==> src/smc_pkg.sv <==
// Shared types, constants and helpers for the sample mean and covariance unit.
`timescale 1ns / 1ps
package smc_pkg;

  localparam int DEF_MAX_DIM     = 4;
  localparam int DEF_MAX_SAMPLES = 256;
  // Divisor and remainder width: covers sample counts up to 8191 and dims up to 7.
  localparam int DIVR_W = 13;

  localparam logic [1:0] ST_OK     = 2'd0;
  localparam logic [1:0] ST_SINGLE = 2'd1;
  localparam logic [1:0] ST_INCOMP = 2'd2;
  localparam logic [1:0] ST_OVF    = 2'd3;

  localparam logic KIND_MEAN = 1'b0;
  localparam logic KIND_COV  = 1'b1;

  typedef struct packed {
    logic signed [31:0] sample_value;
    logic               last_of_data;
  } in_item_t;

  typedef struct packed {
    logic               entry_kind;
    logic [1:0]         row_index;
    logic [1:0]         col_index;
    logic signed [31:0] result_value;
    logic [1:0]         status;
    logic               last_result;
  } out_item_t;

  typedef struct packed {
    logic               start;
    logic signed [63:0] dividend;
    logic [DIVR_W-1:0]  divisor;
  } div_req_t;

  typedef struct packed {
    logic               done;
    logic signed [63:0] quot;
    logic [DIVR_W-1:0]  rem;
  } div_resp_t;

  function automatic logic signed [31:0] sat32(input logic signed [63:0] v);
    logic signed [31:0] r;
    if (v > 64'sd2147483647) r = 32'sh7FFFFFFF;
    else if (v < -64'sd2147483648) r = 32'sh80000000;
    else r = v[31:0];
    return r;
  endfunction

endpackage

==> src/smc_divider.sv <==
// Iterative restoring divider, one quotient bit per cycle, truncating toward zero.
`timescale 1ns / 1ps
module smc_divider (
  input  logic                 clk,
  input  logic                 rst_n,
  input  smc_pkg::div_req_t    req,
  output smc_pkg::div_resp_t   resp
);
  import smc_pkg::*;

  logic              run_r, run_nxt;
  logic [5:0]        step_r, step_nxt;
  logic [63:0]       dvd_r, dvd_nxt;
  logic [DIVR_W-1:0] rem_r, rem_nxt;
  logic [DIVR_W-1:0] dvs_r, dvs_nxt;
  logic              neg_r, neg_nxt;
  logic              done_r, done_nxt;
  logic [DIVR_W:0]   trial;
  logic [63:0]       qmag;

  assign trial = {rem_r, dvd_r[63]};
  assign qmag  = dvd_r;

  always_comb begin
    run_nxt  = run_r;
    step_nxt = step_r;
    dvd_nxt  = dvd_r;
    rem_nxt  = rem_r;
    dvs_nxt  = dvs_r;
    neg_nxt  = neg_r;
    done_nxt = 1'b0;
    if (req.start) begin
      run_nxt  = 1'b1;
      step_nxt = '0;
      neg_nxt  = req.dividend[63];
      dvd_nxt  = req.dividend[63] ? 64'(-req.dividend) : 64'(req.dividend);
      rem_nxt  = '0;
      dvs_nxt  = req.divisor;
    end else if (run_r) begin
      if (trial >= {1'b0, dvs_r}) begin
        rem_nxt = DIVR_W'(trial - {1'b0, dvs_r});
        dvd_nxt = {dvd_r[62:0], 1'b1};
      end else begin
        rem_nxt = trial[DIVR_W-1:0];
        dvd_nxt = {dvd_r[62:0], 1'b0};
      end
      step_nxt = step_r + 6'd1;
      if (step_r == 6'd63) begin
        run_nxt  = 1'b0;
        done_nxt = 1'b1;
      end
    end
  end

  always_ff @(posedge clk) begin
    if (!rst_n) begin
      run_r  <= 1'b0;
      done_r <= 1'b0;
    end else begin
      run_r  <= run_nxt;
      done_r <= done_nxt;
    end
    step_r <= step_nxt;
    dvd_r  <= dvd_nxt;
    rem_r  <= rem_nxt;
    dvs_r  <= dvs_nxt;
    neg_r  <= neg_nxt;
  end

  assign resp.done = done_r;
  assign resp.quot = neg_r ? -$signed(qmag) : $signed(qmag);
  assign resp.rem  = rem_r;
endmodule

==> config.mk <==
export PLATFORM = sky130hd
export DESIGN_NAME = smc_divider
export DESIGN_NICKNAME = d
export VERILOG_FILES = /design/src/smc_pkg.sv /design/src/smc_divider.sv
export SDC_FILE = /design/constraint.sdc
export NUM_CORES = 1
export LEC_CHECK = 0
export BUFFER_PORTS_ARGS = -buffer_cell sky130_fd_sc_hd__buf_4
export CAP_MARGIN = 20
export CORE_UTILIZATION = 60
export DETAILED_ROUTE_END_ITERATION = 8
export PLACE_DENSITY = 0.87
export REMOVE_ABC_BUFFERS = 1
export SLEW_MARGIN = 10
export SYNTH_ARGS = -nofsm -noshare
export SYNTH_HDL_FRONTEND = slang
export SYNTH_SLANG_ARGS = --single-unit
==> constraint.sdc <==
create_clock -name clk -period 4.8 [get_ports clk]
set_input_delay 0.72 -clock clk [delete_from_list [all_inputs] [get_ports clk]]
set_output_delay 0.72 -clock clk [all_outputs]
set_load 0.05 [all_outputs]
==> results of run 1 <==
-- state kept, by name, indices dropped and copies added, names as in the netlist --
signal and count:
run_r 1, step_r 6, done_r 1, neg_r 1
dvs_r 13, dvd_r 64, rem_r 13
-- layout make-up --
class / count / area share [%]
clock buffer: 13 / 3.136
clock inverter: 3 / 0.2082
timing repair buffer: 166 / 13.82
multi-input combinational: 670 / 48.99
tap: 168 / 2.331
inverter: 21 / 0.8743
sequential: 99 / 30.64
-- cell usage in the layout, fill, tap and decap left out, types with 21 or more instances in the layout --
cell	n
o41ai_1	29
edfxtp_1	78
o21ai_0	39
xnor2_1	65
xor2_1	71
buf_4	166
or3_1	22
inv_1	21
nor2_1	100
or4_1	21
dfxtp_1	21
a21oi_1	72
o31ai_1	38
nand2_1	48
-- metal layers --
layer  up-vias  wire length (um)  track usage, %
met5         -                 0               0
met4         0               356           9.298
met3        32              1809           8.395
met2       340              9273           49.15
met1      3321              8600           42.63
li1       3363                 -               -
-- power breakdown --
part	leakage [nW]	total, mW	internal [mW]	switching (mW)
combinational	2.32	1.17	0.402	0.768
sequential	0.936	1.14	1.03	0.104
clock	0.146	0.742	0.415	0.327
-- worst max-delay path, stage by stage, from the launching register on --
cell      delay, ps
edfxtp_1        440
or4_1           590
or4_1           510
nor4_4          290
buf_4           200
nand4_1         350
o31ai_1         390
xnor2_1         160
buf_4           220
-- metrics by stage --
step | cell area (um2) | total power [mW]
after CTS | 9016 | 3.048
after global routing | 9016 | 3.165
after global placement | 8715 | 2.298
after detailed placement | 8715 | 2.313
after floorplan | 7258 | 1.923
final | 9016 | 3.050
-- worst max path at each step --
stage,startpoint,end,slack (ps),cells after the start
final,dvd_r[21],resp[71],570,8
after global routing,dvd_r[21],resp[73],440,8
after CTS,dvd_r[21],resp[71],550,8
after detailed placement,dvd_r[21],resp[73],930,8
after global placement,dvd_r[21],resp[71],1010,8
after floorplan,dvd_r[21],resp[71],1130,6
-- cell families after synthesis --
logic type | Yosys count | synth area share, %
AND/OR/NAND/NOR | 289 | 19.92
AO/OA/AOI/OAI | 220 | 19.30
XOR/XNOR | 136 | 15.97
flip-flops | 99 | 37.05
buffers and inverters | 72 | 3.725
adder cells (fa/ha/maj) | 17 | 2.953
multiplexers | 8 | 1.091
==> flow_summary.ini, run 1 <==
[status]
status = finished clean

[logic_synthesis]
synthTopCellsByArea = edfxtp_1 (31%), xor2_1 (8.3%), xnor2_1 (7.6%), dfxtp_1 (5.6%), nor2_1 (5.0%)
yosysTopAreaCell = edfxtp_1
ys_seq_area_share_pct = 37.05
async_flop_share_pct = 0
synth_common_cells = nor2_1 (100), edfxtp_1 (78), a21oi_1 (72), xor2_1 (71), xnor2_1 (65)
synth_edf_count = 78
synth_top_flop_cell = edfxtp_1
yosysTopAreaCellShare_pct = 31.41
yosysWarnings = 0
netlist_instances = 841
ys_ff_latch = 99
synth_area_um2 = 7457
syn_area_per_cell_um2 = 8.867
yosysMostFrequentCell = nor2_1
ys_types = 52

[grt]
overflow = 0
grt_pass1_vias = 6436
grt_pass1_wl_um = 31800
grt_max_degree = 101
track_usage_pct = 31.37
antenna_found_initial = 0

[floorplanning]
io_pins = 158
die_x_um = 113.5
die_h_um = 113.5
initial_utilization_pct = 61.83
dieArea_um2 = 12880
coreArea_um2 = 12060
rows = 40

[layout]
area.growth.synth_to_final_pct = 20.91
antenna_cells = 0
multi_input_area_um2 = 4417
drive_above_1_share_pct = 20.88
fillers = 905
regArea_um2 = 2763
nets = 1064
utilization_pct = 74.75
final_cell_count_no_fill = 1140

[clock_network]
cts_tree = done
cts_resized = 0
clk-insertion-delay-late_ps = 360
cts_made_buffers = 9
post_cts_buffers = 0
postCtsHoldBufs = 0
h-tree-depth = 3
cts_sinks = 99
clkTransAtPathRegs_ps = 70
root_buffer = clkbuf_16
ctsLongestPathBuffers = 2

[job]
maxCapViolations = 0

[placement]
place_inst = 1124
dp_hpwl_um = 14500
pre_cts_slack_ps = 934.7
gp_congestion = 0.9067
port_buffers = 157

[sta]
drv_slew = 0
max_freq_mhz = 236.2
final.setup.worst_slack_ps = 565.6
finalCriticalPeriod_ps = 4234
holdWs_ps = 502.9
maxSlewHeadroom_pct = 32.84
finalCritPeriodShare_pct = 88.22
worst_pin_slew_ps = 1007
skew_ps = 7.816
hold_viol_final = 0
rsz0062_at_grt = false
setup_viol = 0
setup_tns_ps = 0

[worst_setup_path]
r2r_start = dvd_r[63]
end_kind = output port
cp_max_fo = 9
crit_type = flop to output port
worst_r2r_path_depth = 10
r2r-end = rem_r[4]
cp-start-kind = flop
critPathArrivalTime_ps = 3510
r2r_setup_slack_ps = 2170
required_ps = 4080

[power]
leakage_nw = 3.402
ir_drop_mv = 0.2414
power_density_nw_per_um2 = 338.3

[route]
wl_per_cell_um = 17.58
firstDrtPassIters = 7
via_per_inst = 6.189
drc = 0
first_iter_violations = 634
postRouteWirelength_um = 20040
antenna_left = 0
vias = 7056

[hold_path]
min_path_type = flop to flop
min_to = step_r[5]
hold_start = step_r[5]
holdPathStages = 2
(Power assumes the default switching activity.)
==> inputs of run 2 (changes only) <==
--- a/config.mk
+++ b/config.mk
@@ -9,7 +9,7 @@
 export CAP_MARGIN = 20
 export CORE_UTILIZATION = 60
 export DETAILED_ROUTE_END_ITERATION = 8
-export PLACE_DENSITY = 0.87
+export PLACE_DENSITY = 0.94
 export REMOVE_ABC_BUFFERS = 1
 export SLEW_MARGIN = 10
 export SYNTH_ARGS = -nofsm -noshare
==> run 2 against run 1 <==
Total power is 0.74% lower. Sequential share of layout area is 0.072 points higher. Cell count is 0.18% lower. Combinational power about the same. Register-to-register slack improved by 20 ps. Non-clock buffer count fell by 2. Die area did not move. Utilization shrank 0.18 points. Maximum frequency is 4.7% lower.
==> flow_summary.ini, run 2 (synthesized netlist as in run 1, its figures left out) <==
[status]
status = finished clean

[worst_setup_path]
cpLargestDelayFamily = simple AND/OR/NAND/NOR gates
r2r-end = rem_r[3]
startpoint = dvd_r[21]
crit_top_cell = or4_1
worst_r2r_path_depth = 10
cp_cell_sequence = or4_1, or4_1, nor4_4, nand4_1, o31ai_1, xnor2_1, buf_4
worst_path_largest_cell_delay_ps = 600
r2r_setup_slack_ps = 2190
cp_slowest_cell = or4_1
cp-start-kind = flop
path_buf_inv = 1
worst-path-stages = 7
r2r_start = dvd_r[63]
cp_max_fo = 5
crit_type = flop to output port
required_ps = 4080
end_kind = output port
critPathArrivalTime_ps = 3720

[layout]
fillers = 852
multi_input_area_um2 = 4417
regArea_um2 = 2763
final_cell_mix = buf_4 (164), nor2_1 (100), edfxtp_1 (78)
largest_register_ffs = 64
utilization_pct = 74.57
drive_above_1_share_pct = 20.72
nets = 1062
largest-register = dvd_r
reg_top3 = dvd_r (64), dvs_r (13), rem_r (13)
area.growth.synth_to_final_pct = 20.62
mostFrequentLayoutCell = buf_4
antenna_cells = 0

[clock_network]
clkTransAtPathRegs_ps = 60
cts_sinks = 99
post_cts_buffers = 0
cts_tree = done
h-tree-depth = 3
ctsLongestPathBuffers = 2
cts_resized = 0
postCtsHoldBufs = 0
cts_made_buffers = 9
clk-insertion-delay-late_ps = 350
root_buffer = clkbuf_16

[sta]
maxSlewHeadroom_pct = 34.17
finalCritPeriodShare_pct = 92.53
skew_ps = 8.839
hold_viol_final = 0
rsz0062_at_grt = false
max_freq_mhz = 225.1
setup_tns_ps = 0
setup_viol = 0
finalCriticalPeriod_ps = 4442
worst_pin_slew_ps = 987.5
drv_slew = 0

[floorplanning]
initial_utilization_pct = 61.83
rows = 40
die_x_um = 113.5
dieArea_um2 = 12880
die_h_um = 113.5
io_pins = 158
coreArea_um2 = 12060

[hold_path]
holdPathStages = 2
hold_start = step_r[5]
min_to = step_r[5]
min_path_type = flop to flop

[route]
via_per_inst = 6.173
first_iter_violations = 762
postRouteWirelength_um = 19940
firstDrtPassIters = 6
drc = 0
wl_per_cell_um = 17.52
antenna_left = 0
vias = 7025

[placement]
gp_congestion = 0.9688
dp_hpwl_um = 14420
port_buffers = 157

[job]
maxCapViolations = 0

[grt]
grt_max_degree = 103
overflow = 0
track_usage_pct = 31.06
grt_pass1_wl_um = 31530
grt_pass1_vias = 6429
antenna_found_initial = 0

[power]
leakage_nw = 3.387
power_density_nw_per_um2 = 336.5
ir_drop_mv = 0.3121
total_power_mw = 3.027
run 2: cell types whose count changed in the layout (fill, tap and decap cells not counted):
cell / before / now
clkbuf_16: 11 / 9
clkinv_2: 1 / 0
clkbuf_8: 0 / 4
inv_4: 1 / 0
buf_4: 166 / 164
run 2: worst max-delay path by stage:
stage / slack [ps] / to
global route: 200 / resp[75]
floorplan: 1130 / resp[71]
CTS: 380 / resp[75]
finish: 360 / resp[75]
detailed placement: 780 / resp[75]
global placement: 960 / resp[75]
run 2: stage by stage:
step	area (um2)	hold WS [ps]	cells	setup WS [ps]
after floorplan	7258	447.7	790	1133
final	8995	505.4	1138	358.4
after detailed placement	8700	496.3	1122	777.7
after global routing	8995	529.9	1138	200.1
after CTS	8995	504.2	1138	377.3
after global placement	8700	466.1	1122	958.8
run 2: worst reg2reg max path, stage by stage (launching register included):
cell and delay [ps]:
edfxtp_1 380, inv_1 70, ha_1 210, inv_1 70, fa_1 230, a21oi_1 80
or3b_2 460, a31oi_1 210, or2_2 390, a31oi_1 170, a211oi_1 250
run 2: per-layer routing:
metal / vias up / global-route usage (%) / wire (um)
li1: 3360 / - / -
met1: 3257 / 39.82 / 8254
met2: 348 / 49.84 / 9315
met3: 60 / 7.279 / 1639
met4: 0 / 14.47 / 728
met5: - / 0 / 0
run 2: area by class of cell:
type	instances	share of cell area (%)
Clock inverter	1	0.08346
Clock buffer	15	3.199
Multi-Input combinational cell	670	49.10
Sequential cell	99	30.71
Tap cell	168	2.337
Timing Repair Buffer	164	13.69
Inverter	21	0.8763
run 2: power by group:
| part | switching, mW | internal [mW] | total (mW) |
|---|---|---|---|
| combinational | 0.771 | 0.402 | 1.17 |
| clock | 0.309 | 0.409 | 0.718 |
| sequential | 0.103 | 1.03 | 1.14 |
